$ cat config.mk
export PLATFORM = sky130hd
export DESIGN_NAME = trimer_code_histogram
export DESIGN_NICKNAME = d
export VERILOG_FILES = /design/src/rtl/core/tch_pkg.sv /design/src/rtl/core/tch_ram.sv /design/src/rtl/core/tch_front.sv /design/src/rtl/core/tch_queue.sv /design/src/rtl/core/tch_back.sv /design/src/rtl/core/trimer_code_histogram.sv
export SDC_FILE = /design/constraint.sdc
export NUM_CORES = 1
export LEC_CHECK = 0
export BUFFER_PORTS_ARGS = -buffer_cell sky130_fd_sc_hd__buf_2
export CAP_MARGIN = 20
export CORE_UTILIZATION = 37
export CTS_BUF_LIST = sky130_fd_sc_hd__clkbuf_8 sky130_fd_sc_hd__clkbuf_16
export DETAILED_ROUTE_END_ITERATION = 8
export SLEW_MARGIN = 20
export SYNTH_ARGS = -nofsm -noshare
export SYNTH_HDL_FRONTEND = slang
export SYNTH_SLANG_ARGS = --single-unit
$ cat constraint.sdc
create_clock -name clock -period 10.53 [get_ports clock]
set_clock_uncertainty 0.2 [all_clocks]
set_input_delay 1.053 -clock clock [delete_from_list [all_inputs] [get_ports clock]]
set_output_delay 1.053 -clock clock [all_outputs]
set_load 0.05 [all_outputs]
$ cat src/rtl/core/tch_pkg.sv
// shared types and constants of the trimer code histogram
`default_nettype none

package tch_pkg;

   // histogram geometry
   localparam int TCH_NUM_BINS    = 64;
   localparam int TCH_BIN_W       = 6;
   localparam int TCH_CHAR_W      = 8;
   localparam int TCH_BASE_W      = 2;
   localparam int TCH_COUNT_OUT_W = 16;

   // parameter defaults
   localparam int unsigned TCH_COUNT_MAX   = 32'd65535;
   localparam int          TCH_QUEUE_DEPTH = 4;

   // bases of a sequence counted before a trimer is formed
   localparam logic [1:0] TCH_SEEN_FULL = 2'd2;

   // request kinds on the input channel
   localparam logic REQ_BASE = 1'b0;
   localparam logic REQ_READ = 1'b1;

   // result kinds on the output channel
   localparam logic RSP_TRIMER = 1'b0;
   localparam logic RSP_COUNT  = 1'b1;

   // command codes between front and back
   localparam logic [1:0] CMD_CLEAR = 2'd0;
   localparam logic [1:0] CMD_COUNT = 2'd1;
   localparam logic [1:0] CMD_READ  = 2'd2;

   typedef struct packed {
      logic [1:0]           kind;
      logic [TCH_BIN_W-1:0] bin;
   } cmd_type;

endpackage

`default_nettype wire

$ cat src/rtl/core/tch_ram.sv
// generic single write port ram with registered read
`default_nettype none

module tch_ram #(
   parameter int WIDTH = 16,
   parameter int DEPTH = 64
) (
   input  wire logic                     clock,
   input  wire logic                     wr_en,
   input  wire logic [$clog2(DEPTH)-1:0] wr_addr,
   input  wire logic [WIDTH-1:0]         wr_data,
   input  wire logic                     rd_en,
   input  wire logic [$clog2(DEPTH)-1:0] rd_addr,
   output      logic [WIDTH-1:0]         rd_data
);

   logic [WIDTH-1:0] mem_ff [DEPTH];
   logic [WIDTH-1:0] rd_data_ff;

   // write port
   always_ff @(posedge clock) begin
      if (wr_en) begin
         mem_ff[wr_addr] <= wr_data;
      end
   end

   // registered read port, holds when not enabled
   always_ff @(posedge clock) begin
      if (rd_en) begin
         rd_data_ff <= mem_ff[rd_addr];
      end
   end

   assign rd_data = rd_data_ff;

endmodule

`default_nettype wire

$ cat src/rtl/core/tch_front.sv
// front end: base window, sequence tracking and command classification
`default_nettype none

module tch_front
   import tch_pkg::*;
(
   input  wire logic                  clock,
   input  wire logic                  reset,
   input  wire logic                  accept,
   input  wire logic                  req_req_type,
   input  wire logic [TCH_CHAR_W-1:0] req_base_char,
   input  wire logic                  req_first_base,
   input  wire logic [TCH_BIN_W-1:0]  req_bin_index,
   output      logic                  push,
   output      cmd_type               push_cmd
);

   logic [TCH_BASE_W-1:0] older_ff, older_in;
   logic [TCH_BASE_W-1:0] newer_ff, newer_in;
   logic [1:0]            seen_ff, seen_in;

   logic [TCH_BASE_W-1:0] code;
   logic [TCH_BASE_W-1:0] older_base;
   logic [TCH_BASE_W-1:0] newer_base;
   logic [1:0]            seen_base;
   logic                  emit;
   logic                  is_base;

   // window as seen by this base, after an optional sequence restart
   always_comb begin
      is_base    = accept && (req_req_type == REQ_BASE);
      code       = req_base_char[2:1];
      older_base = req_first_base ? '0 : older_ff;
      newer_base = req_first_base ? '0 : newer_ff;
      seen_base  = req_first_base ? '0 : seen_ff;
      emit       = (seen_base == TCH_SEEN_FULL);
   end

   // next window state
   always_comb begin
      older_in = older_ff;
      newer_in = newer_ff;
      seen_in  = seen_ff;
      if (is_base) begin
         older_in = newer_base;
         newer_in = code;
         seen_in  = emit ? TCH_SEEN_FULL : seen_base + 2'd1;
      end
   end

   // command toward the back end
   always_comb begin
      push          = 1'b0;
      push_cmd.kind = CMD_CLEAR;
      push_cmd.bin  = '0;
      if (accept) begin
         if (req_req_type == REQ_READ) begin
            push          = 1'b1;
            push_cmd.kind = CMD_READ;
            push_cmd.bin  = req_bin_index;
         end else if (req_first_base) begin
            push          = 1'b1;
            push_cmd.kind = CMD_CLEAR;
         end else if (emit) begin
            push          = 1'b1;
            push_cmd.kind = CMD_COUNT;
            push_cmd.bin  = {older_base, newer_base, code};
         end
      end
   end

   always_ff @(posedge clock) begin
      if (reset) begin
         older_ff <= '0;
         newer_ff <= '0;
         seen_ff  <= '0;
      end else begin
         older_ff <= older_in;
         newer_ff <= newer_in;
         seen_ff  <= seen_in;
      end
   end

   // a trimer is only formed once two earlier bases are held
   assert property (@(posedge clock) disable iff (reset)
      (push && (push_cmd.kind == CMD_COUNT)) |-> (seen_ff == TCH_SEEN_FULL))
      else $error("trimer formed before two bases were seen");

endmodule

`default_nettype wire

$ cat src/rtl/core/tch_queue.sv
// short command queue between front and back end
`default_nettype none

module tch_queue
   import tch_pkg::*;
#(
   parameter int DEPTH = TCH_QUEUE_DEPTH
) (
   input  wire logic    clock,
   input  wire logic    reset,
   input  wire logic    push,
   input  wire cmd_type push_cmd,
   input  wire logic    pop,
   output      logic    full,
   output      logic    head_vld,
   output      cmd_type head_cmd
);

   localparam int PtrW = $clog2(DEPTH);
   localparam int CntW = $clog2(DEPTH + 1);

   cmd_type         slot_ff [DEPTH];
   logic [PtrW-1:0] wr_ptr_ff, wr_ptr_in;
   logic [PtrW-1:0] rd_ptr_ff, rd_ptr_in;
   logic [CntW-1:0] cnt_ff, cnt_in;

   // status
   assign full     = (cnt_ff == CntW'(DEPTH));
   assign head_vld = (cnt_ff != '0);
   assign head_cmd = slot_ff[rd_ptr_ff];

   // pointer and fill count update, pointers wrap at the last slot
   always_comb begin
      wr_ptr_in = wr_ptr_ff;
      if (push) begin
         wr_ptr_in = (wr_ptr_ff == PtrW'(DEPTH - 1)) ? '0 : wr_ptr_ff + PtrW'(1);
      end
      rd_ptr_in = rd_ptr_ff;
      if (pop) begin
         rd_ptr_in = (rd_ptr_ff == PtrW'(DEPTH - 1)) ? '0 : rd_ptr_ff + PtrW'(1);
      end
      cnt_in    = cnt_ff;
      if (push && !pop) begin
         cnt_in = cnt_ff + CntW'(1);
      end else if (pop && !push) begin
         cnt_in = cnt_ff - CntW'(1);
      end
   end

   always_ff @(posedge clock) begin
      if (push) begin
         slot_ff[wr_ptr_ff] <= push_cmd;
      end
   end

   always_ff @(posedge clock) begin
      if (reset) begin
         wr_ptr_ff <= '0;
         rd_ptr_ff <= '0;
         cnt_ff    <= '0;
      end else begin
         wr_ptr_ff <= wr_ptr_in;
         rd_ptr_ff <= rd_ptr_in;
         cnt_ff    <= cnt_in;
      end
   end

   assert property (@(posedge clock) disable iff (reset) pop |-> head_vld)
      else $error("queue popped while empty");

   assert property (@(posedge clock) disable iff (reset) full |-> !push)
      else $error("queue pushed while full");

endmodule

`default_nettype wire

$ cat src/rtl/core/tch_back.sv
// back end: histogram read-modify-write pipeline and result register
`default_nettype none

module tch_back
   import tch_pkg::*;
#(
   parameter int unsigned COUNT_MAX = TCH_COUNT_MAX
) (
   input  wire logic                       clock,
   input  wire logic                       reset,
   input  wire logic                       head_vld,
   input  wire cmd_type                    head_cmd,
   output      logic                       pop,
   output      logic                       rsp_valid,
   input  wire logic                       rsp_ready,
   output      logic                       rsp_result_kind,
   output      logic [TCH_BIN_W-1:0]       rsp_trimer_code,
   output      logic [TCH_COUNT_OUT_W-1:0] rsp_bin_count
);

   localparam int CntW = $clog2(64'(COUNT_MAX) + 64'd1);

   // histogram entry valid bits, cleared by reset or a sequence restart
   logic [TCH_NUM_BINS-1:0] valid_ff, valid_in;

   // lookup stage
   logic                 s1_vld_ff, s1_vld_in;
   logic                 s1_read_ff;
   logic [TCH_BIN_W-1:0] s1_bin_ff;
   logic                 s1_fwd_ff;
   logic [CntW-1:0]      s1_fwd_data_ff;
   logic                 s1_ent_ff;

   // result register
   logic                       out_vld_ff, out_vld_in;
   logic                       out_kind_ff;
   logic [TCH_BIN_W-1:0]       out_code_ff;
   logic [TCH_COUNT_OUT_W-1:0] out_count_ff;

   logic            cmd_clear;
   logic            can_take;
   logic            s1_adv;
   logic            rd_en;
   logic [CntW-1:0] rd_data;
   logic [CntW-1:0] cur_cnt;
   logic            at_max;
   logic            wr_en;
   logic [CntW-1:0] wr_data;

   // pipeline flow
   always_comb begin
      cmd_clear = (head_cmd.kind == CMD_CLEAR);
      can_take  = !out_vld_ff || rsp_ready;
      s1_adv    = s1_vld_ff && can_take;
      pop       = head_vld && (!s1_vld_ff || can_take);
      rd_en     = pop && !cmd_clear;
   end

   // current count with bypass of the write issued alongside the read
   always_comb begin
      if (s1_fwd_ff) begin
         cur_cnt = s1_fwd_data_ff;
      end else if (s1_ent_ff) begin
         cur_cnt = rd_data;
      end else begin
         cur_cnt = '0;
      end
      at_max  = (cur_cnt == CntW'(COUNT_MAX));
      wr_en   = s1_adv && !s1_read_ff;
      wr_data = at_max ? cur_cnt : cur_cnt + CntW'(1);
   end

   tch_ram #(
      .WIDTH (CntW),
      .DEPTH (TCH_NUM_BINS)
   ) u_hist_ram (
      .clock   (clock),
      .wr_en   (wr_en),
      .wr_addr (s1_bin_ff),
      .wr_data (wr_data),
      .rd_en   (rd_en),
      .rd_addr (head_cmd.bin),
      .rd_data (rd_data)
   );

   // valid bits: a restart wins over the older write in the same cycle
   always_comb begin
      valid_in = valid_ff;
      if (wr_en) begin
         valid_in[s1_bin_ff] = 1'b1;
      end
      if (pop && cmd_clear) begin
         valid_in = '0;
      end
   end

   always_comb begin
      s1_vld_in = s1_vld_ff;
      if (pop) begin
         s1_vld_in = !cmd_clear;
      end else if (s1_adv) begin
         s1_vld_in = 1'b0;
      end
      out_vld_in = out_vld_ff;
      if (s1_adv) begin
         out_vld_in = 1'b1;
      end else if (rsp_ready) begin
         out_vld_in = 1'b0;
      end
   end

   // lookup stage payload
   always_ff @(posedge clock) begin
      if (rd_en) begin
         s1_read_ff     <= (head_cmd.kind == CMD_READ);
         s1_bin_ff      <= head_cmd.bin;
         s1_fwd_ff      <= wr_en && (s1_bin_ff == head_cmd.bin);
         s1_fwd_data_ff <= wr_data;
         s1_ent_ff      <= valid_ff[head_cmd.bin];
      end
   end

   // result payload
   always_ff @(posedge clock) begin
      if (s1_adv) begin
         out_kind_ff  <= s1_read_ff ? RSP_COUNT : RSP_TRIMER;
         out_code_ff  <= s1_read_ff ? '0 : s1_bin_ff;
         out_count_ff <= s1_read_ff ? TCH_COUNT_OUT_W'(cur_cnt) : '0;
      end
   end

   always_ff @(posedge clock) begin
      if (reset) begin
         valid_ff   <= '0;
         s1_vld_ff  <= 1'b0;
         out_vld_ff <= 1'b0;
      end else begin
         valid_ff   <= valid_in;
         s1_vld_ff  <= s1_vld_in;
         out_vld_ff <= out_vld_in;
      end
   end

   assign rsp_valid       = out_vld_ff;
   assign rsp_result_kind = out_kind_ff;
   assign rsp_trimer_code = out_code_ff;
   assign rsp_bin_count   = out_count_ff;

   assert property (@(posedge clock) disable iff (reset)
      (pop && cmd_clear) |=> (valid_ff == '0))
      else $error("histogram not cleared by sequence restart");

   assert property (@(posedge clock) disable iff (reset)
      wr_en |-> (wr_data <= CntW'(COUNT_MAX)))
      else $error("histogram count beyond saturation limit");

   assert property (@(posedge clock) disable iff (reset)
      (out_vld_ff && (out_kind_ff == RSP_TRIMER)) |-> (out_count_ff == '0))
      else $error("trimer result carries a nonzero count");

endmodule

`default_nettype wire

$ cat src/rtl/core/trimer_code_histogram.sv
// top level of the trimer code histogram
//
//   channel   direction   handshake               payload
//   req_      in          req_valid / req_ready   req_type, base_char, first_base, bin_index
//   rsp_      out         rsp_valid / rsp_ready   result_kind, trimer_code, bin_count
//
// one item per cycle sustained while rsp_ready stays high; after its transfer a result is registered in turn in
// the command queue, the histogram ram read and the result register
// back-to-back counts on the same bin are bypassed around the ram write
// reset clears the window, the queue and all histogram valid bits at once
// a 4-entry command queue absorbs result stalls; req_ready drops when it is full
`default_nettype none

module trimer_code_histogram
   import tch_pkg::*;
#(
   parameter int unsigned COUNT_MAX   = TCH_COUNT_MAX,
   parameter int          QUEUE_DEPTH = TCH_QUEUE_DEPTH
) (
   input  wire logic                       clock,
   input  wire logic                       reset,
   input  wire logic                       req_valid,
   output      logic                       req_ready,
   input  wire logic                       req_req_type,
   input  wire logic [TCH_CHAR_W-1:0]      req_base_char,
   input  wire logic                       req_first_base,
   input  wire logic [TCH_BIN_W-1:0]       req_bin_index,
   output      logic                       rsp_valid,
   input  wire logic                       rsp_ready,
   output      logic                       rsp_result_kind,
   output      logic [TCH_BIN_W-1:0]       rsp_trimer_code,
   output      logic [TCH_COUNT_OUT_W-1:0] rsp_bin_count
);

   logic    accept;
   logic    push;
   cmd_type push_cmd;
   logic    q_full;
   logic    q_vld;
   cmd_type q_head;
   logic    pop;

   assign req_ready = !q_full;
   assign accept    = req_valid && req_ready;

   tch_front u_front (
      .clock          (clock),
      .reset          (reset),
      .accept         (accept),
      .req_req_type   (req_req_type),
      .req_base_char  (req_base_char),
      .req_first_base (req_first_base),
      .req_bin_index  (req_bin_index),
      .push           (push),
      .push_cmd       (push_cmd)
   );

   tch_queue #(
      .DEPTH (QUEUE_DEPTH)
   ) u_queue (
      .clock    (clock),
      .reset    (reset),
      .push     (push),
      .push_cmd (push_cmd),
      .pop      (pop),
      .full     (q_full),
      .head_vld (q_vld),
      .head_cmd (q_head)
   );

   tch_back #(
      .COUNT_MAX (COUNT_MAX)
   ) u_back (
      .clock           (clock),
      .reset           (reset),
      .head_vld        (q_vld),
      .head_cmd        (q_head),
      .pop             (pop),
      .rsp_valid       (rsp_valid),
      .rsp_ready       (rsp_ready),
      .rsp_result_kind (rsp_result_kind),
      .rsp_trimer_code (rsp_trimer_code),
      .rsp_bin_count   (rsp_bin_count)
   );

endmodule

`default_nettype wire

==> results of run 1 <==
power by group through the flow:
stage,Sequential [mW],Clock (mW),Combinational (mW)
2_1_floorplan,6.75,0,3.47
3_3_place_gp,6.64,0,5.67
3_5_place_dp,6.65,0,5.74
4_1_cts,6.55,4.18,5.75
5_1_grt,6.55,4.37,6.16
6_report,6.54,4.11,5.79
sequential cells by signal (all words and copies together), names as in the netlist, 3 cells and up, named ones only:
register and count:
u_back.u_hist_ram.mem_ff 1024, u_back.valid_ff 64, u_queue.slot_ff 32, u_back.rsp_bin_count 16
u_back.s1_fwd_data_ff 16, u_back.u_hist_ram.rd_data 16, u_back.rsp_trimer_code 6, u_back.s1_bin_ff 6
u_queue.cnt_ff 3
logic make-up after synthesis:
family	Yosys count
and+or+nand+nor	713
xor gates and xnor gates	18
AOI/OAI and AO/OA	535
muxes	368
adders and majority gates	10
DFF	1201
buffers and inverters	203
routing by layer:
metal  vias up  wire [um]  GRT usage
met2       794      52870     0.2689
met3       198       8412    0.03917
met1     13480      50120     0.2400
met5         -         69          0
li1      12020          -          -
met4         6       3660    0.05833
cell type report:
| cell class | instances | area (um2) |
|---|---|---|
| Sequential cell | 1201 | 35250 |
| Multi-Input combinational cell | 1644 | 11810 |
| Fill cell | 11390 | 73720 |
| Inverter | 12 | 68.82 |
| Tap cell | 1662 | 2079 |
| Timing Repair Buffer | 153 | 1111 |
| Clock buffer | 130 | 3107 |
| Clock inverter | 90 | 704.4 |
| Antenna cell | 1 | 2.502 |
worst min path at each step:
stage / endpoint / slack [ps] / cells after the start
floorplan: u_back.valid_ff[18] / 230 / 1
global placement: u_back.valid_ff[48] / 240 / 1
detailed placement: u_back.valid_ff[24] / 250 / 1
CTS: u_back.valid_ff[24] / 260 / 1
global route: u_back.valid_ff[28] / 270 / 1
finish: u_back.valid_ff[52] / 260 / 1
per-stage QoR:
step | worst slack (ps) | std cells
floorplan | 5455 | 3048
global placement | 5138 | 4671
detailed placement | 5106 | 4671
CTS | 5093 | 4891
global route | 4849 | 4892
finish | 5091 | 4893
cell usage after synthesis, types with 16 or more instances:
cell | instances | area [um2]
a21oi_1 | 69 | 345.3
clkbuf_1 | 87 | 326.6
o21a_1 | 66 | 495.5
dfxtp_1 | 81 | 1622
buf_6 | 16 | 180.2
mux4_2 | 22 | 495.5
buf_4 | 26 | 195.2
a311oi_1 | 114 | 998.5
and2_1 | 16 | 100.1
mux2i_1 | 338 | 3383
nor4_1 | 19 | 118.9
o22ai_1 | 65 | 406.6
o41ai_1 | 17 | 148.9
a211oi_1 | 154 | 1156
buf_2 | 46 | 230.2
nor2_1 | 100 | 375.4
edfxtp_1 | 1120 | 33630
nand2_1 | 350 | 1314
o31a_1 | 16 | 140.1
or3_1 | 18 | 112.6
nor2b_1 | 161 | 1007
worst max-delay path, delay by kind of cell (launching register included):
kind / cells / cell delay, ps
buffers and inverters: 3 / 2060
DFF: 1 / 740
muxes: 3 / 1140
AOI/OAI and AO/OA: 3 / 720
==> results_dict.tcl, run 1 <==
set metrics [dict create \
    drive_gt1_frac 0.1241 \
    crit_type "flip-flop to flip-flop" \
    syn_avg_cell_area_um2 15.69 \
    clock-sinks 1201 \
    dpl.hpwl_mm 64.27 \
    drt_iter0_drc 2411 \
    finalCritPeriodShare 0.5166 \
    grt_pass1_wl_mm 168.3 \
    htree_num_levels 3 \
    p_leak_nw 18.16 \
    post-route-util 0.4234 \
    track_usage 0.1734 \
    cts_buffers 117 \
    synth-edff-count 1120 \
    start_util 0.3741 \
    layout_min_cycle_time_ps 5439 \
    grt-ovfl-total 0 \
    layout_commonest_cell "edfxtp_1" \
    cp.required_ps 10770 \
    firstDrtPassIters 7 \
    clkPwrFrac 0.250 \
    wl_per_cell_um 23.53 \
    clock_latency_ps 710 \
    synth-adder-area-share 0.002773 \
    synthXorXnorAreaFrac 0.003296 \
    synth-compound-area-share 0.08228 \
    min_from "u_back.valid_ff[52]" \
    final_max_slew_viol_count 0 \
    power.density_nw_per_um2 303.5 \
    syn_area_um2 47830 \
    crit_slowest_cell "buf_4" \
    seq_power_share 0.398 \
    timing.fmax_mhz 183.8 \
    coreArea_um2 127800 \
    crit_arrival_ps 5680 \
    die_h_um 361.5 \
    cts_tree "yes" \
    final_area_um2 54130 \
    netlist_instances 3048 \
    reg2reg_to "u_back.u_hist_ram.rd_data[5]" \
    placed_cell_area_um2 50290 \
    clk_pin_slew_worst_paths_ps 60 \
    worst_pin_slew_ps 1065 \
    cts_resized 0 \
    crit_top_cell "o22ai_1" \
    async_reset_ff_frac 0 \
    setup_violations 0 \
    num-nets-final 3159 \
    vias_per_cell 5.414 \
    wl_mm 115.1 \
    r2r_setup_slack_ps 5090 \
    p_switching_mw 6.115 \
    fin_setup_tns_ps 0 \
    cts_root_buffer "clkbuf_16" \
    vias 26490 \
    p_int_mw 10.32 \
    end_kind "flip-flop" \
    hold_buffers 0 \
    grt_pass1_vias 25210 \
    port_buffers 38 \
    syn-num-nets 3078 \
    status "completed" \
    areaGrowthSynthToFinish_pct 13.18 \
    crit_path_max_incr_delay_ps 770 \
    hold_class "flip-flop to flip-flop" \
    yosysSeqAreaShare 0.7371 \
    hold_viol 0 \
    gp_congestion 0.8200 \
    pin_count 45 \
    grt_setup_unrepaired "no" \
    synthFlopType "edfxtp_1" \
    antenna_left 0 \
    ys_types 56 \
    power_mw 16.43 \
    worst-path-max-fanout 211 \
    synth_mux_area_frac 0.08298 \
    crit_chain "mux2i_1 -> mux2_4 -> inv_16 -> buf_12 -> buf_4 -> mux4_2 -> o22ai_1 -> o31a_1 -> o22ai_1" \
    startpoint_type "flip-flop" \
    maxSlewHeadroom 0.2883 \
    antenna_found_initial 4 \
    reg2regPathDepth 9 \
    irDropWorstVdd_v 0.0002827 \
    synth_simple_gate_area_frac 0.06982 \
    ys_warn_count 0 \
    die-area_um2 130700 \
    rows 131 \
    drc_errors 0 \
    p_comb_frac 0.352 \
    ys_seq_elements 1201 \
    hold_slack_ps 257.6 \
    clk_path_buf_depth 3 \
    grt_max_degree 212 \
    synth_top_family_by_area "multiplexers" \
    swShare 0.3722 \
    layout_common_cells "1120 x edfxtp_1, 348 x nand2_1, 336 x mux2i_1" \
    critPathCapture "u_back.u_hist_ram.rd_data[5]" \
    cap_violations 0 \
    die_w_um 361.5 \
    post_cts.repair.setup_buffers 0 \
]
No activity file was read; power rests on OpenSTA's default activity.
==> run 2, diff against run 1 <==
==> constraint.sdc (replaced) <==
create_clock -name clock -period 5.1 [get_ports clock]
set_clock_uncertainty 0.2 [all_clocks]
set_input_delay 0.51 -clock clock [delete_from_list [all_inputs] [get_ports clock]]
set_output_delay 0.51 -clock clock [all_outputs]
set_load 0.05 [all_outputs]
==> run 2 against run 1 <==
Against the previous run:
- global-route usage grew 0.32 points
- register-to-register slack worse by 4200 ps
- fmax rose by 28%
- largest cell class unchanged
- largest power group unchanged
==> results_dict.tcl, run 2 (synthesized netlist as in run 1, its figures left out) <==
set metrics [dict create \
    hold_slack_ps 53.60 \
    gp_congestion 0.8283 \
    layout_common_cells "1120 x edfxtp_1, 348 x nand2_1, 336 x mux2i_1" \
    port_buffers 38 \
    num-nets-final 3231 \
    areaGrowthSynthToFinish_pct 14.68 \
    irDropWorstVdd_v 0.0005940 \
    setup_violations 0 \
    power.density_nw_per_um2 631.2 \
    track_usage 0.1767 \
    clkPwrFrac 0.248 \
    grt_pass1_vias 25720 \
    cts_tree "yes" \
    start_util 0.3741 \
    final_max_slew_viol_count 0 \
    seq_power_share 0.390 \
    grt_setup_unrepaired "no" \
    p_switching_mw 12.76 \
    hold_class "input pin to flip-flop" \
    post_cts.repair.setup_buffers 0 \
    crit_slowest_cell "o21a_2" \
    layout_min_cycle_time_ps 4257 \
    maxSlewHeadroom 0.2881 \
    clock_latency_ps 720 \
    critical_path_buf_inv_count 2 \
    timing.fmax_mhz 234.9 \
    p_leak_nw 18.54 \
    hold_buffers 8 \
    clk_path_buf_depth 3 \
    antenna_found_initial 2 \
    fin_setup_tns_ps 0 \
    cts_resized 0 \
    drt_iter0_drc 2422 \
    status "completed" \
    swShare 0.3684 \
    cts_root_buffer "clkbuf_16" \
    placed_cell_area_um2 50860 \
    largest_reg_flops 1024 \
    dpl.hpwl_mm 67.80 \
    crit_path_max_incr_delay_ps 700 \
    finalCritPeriodShare 0.8347 \
    grt_max_degree 131 \
    end_kind "flip-flop" \
    wl_mm 117.1 \
    p_comb_frac 0.362 \
    cp.required_ps 5380 \
    hold_viol 0 \
    coreArea_um2 127800 \
    worst_pin_slew_ps 1068 \
    grt-ovfl-total 0 \
    htree_num_levels 3 \
    die_h_um 361.5 \
    drive_gt1_frac 0.1349 \
    final_area_um2 54850 \
    die_w_um 361.5 \
    worst-path-stages 9 \
    rows 131 \
    crit_family "compound AO/OA/AOI/OAI gates" \
    startpoint_type "flip-flop" \
    p_int_mw 21.87 \
    crit_arrival_ps 4540 \
    largest_registers "u_back.u_hist_ram.mem_ff x1024, u_back.valid_ff x64, u_queue.slot_ff x32" \
    worst-path-max-fanout 41 \
    antenna_left 0 \
    vias_per_cell 5.409 \
    drc_errors 0 \
    cap_violations 0 \
    whs_path_depth 3 \
    firstDrtPassIters 5 \
    cts_buffers 118 \
    clock-sinks 1201 \
    vias 26880 \
    crit_chain "nor2b_1 -> a22o_1 -> ha_1 -> a21boi_0 -> buf_4 -> nand4_1 -> o21ai_0 -> o21a_2 -> buf_12" \
    die-area_um2 130700 \
    regMostFlops "u_back.u_hist_ram.mem_ff" \
    reg2regPathDepth 9 \
    wl_per_cell_um 23.58 \
    pin_count 45 \
    crit_type "flip-flop to flip-flop" \
    layout_commonest_cell "edfxtp_1" \
    grt_pass1_wl_mm 171.1 \
    clk_pin_slew_worst_paths_ps 60 \
]
run 2: routing by layer:
metal | wire length, um | GRT usage | vias to the layer above
li1 | - | - | 12150
met1 | 52130 | 0.2456 | 13780
met2 | 54080 | 0.2803 | 786
met3 | 7826 | 0.03502 | 163
met4 | 3091 | 0.05076 | 2
met5 | 20 | 0 | -
run 2: power groups by stage:
| stage | registers, mW | clock network (mW) | logic, mW |
|---|---|---|---|
| after floorplan | 13.9 | 0 | 7.16 |
| after global placement | 13.7 | 0 | 12.4 |
| after detailed placement | 13.7 | 0 | 12.5 |
| after CTS | 13.5 | 8.74 | 12.5 |
| after global routing | 13.6 | 9.12 | 13.3 |
| final | 13.5 | 8.59 | 12.5 |
run 2: through the flow:
step	util	worst slack (ps)	power (mW)	instances
2_1_floorplan	-	24.60	21.10	3048
3_3_place_gp	0.3978	970.8	26.08	4735
3_5_place_dp	0.3978	897.8	26.24	4735
4_1_cts	0.4290	916.5	34.80	4967
5_1_grt	0.4290	553.5	36.00	4967
6_report	0.4290	842.8	34.62	4969
run 2: final timing paths:
path / startpoint / end / slack [ps]
max: u_back.s1_ent_ff / u_back.u_hist_ram.mem_ff[60][2] / 840
min reg2reg: u_back.valid_ff[56] / u_back.valid_ff[56] / 260
max reg2reg: u_back.s1_ent_ff / u_back.u_hist_ram.mem_ff[60][2] / 840
min: req_req_type / u_front.older_ff[0] / 50
run 2: worst reg2reg max path, delay by kind of cell (launching register included):
family                     cells  cell delay (ps)
AOI/OAI and AO/OA              4             1910
DFF                            1              650
buffers and inverters          2              470
and+or+nand+nor                2              550
adders and majority gates      1              220
run 2: cell type report:
cell class,instances,area (um2)
diodes,2,5.005
clock buffers,126,3131
clock inverters,98,770.7
fillers,11280,73000
inverters,12,68.82
multi-input cells,1644,11710
flip-flops and latches,1201,35250
well taps,1662,2079
repair buffers,224,1832
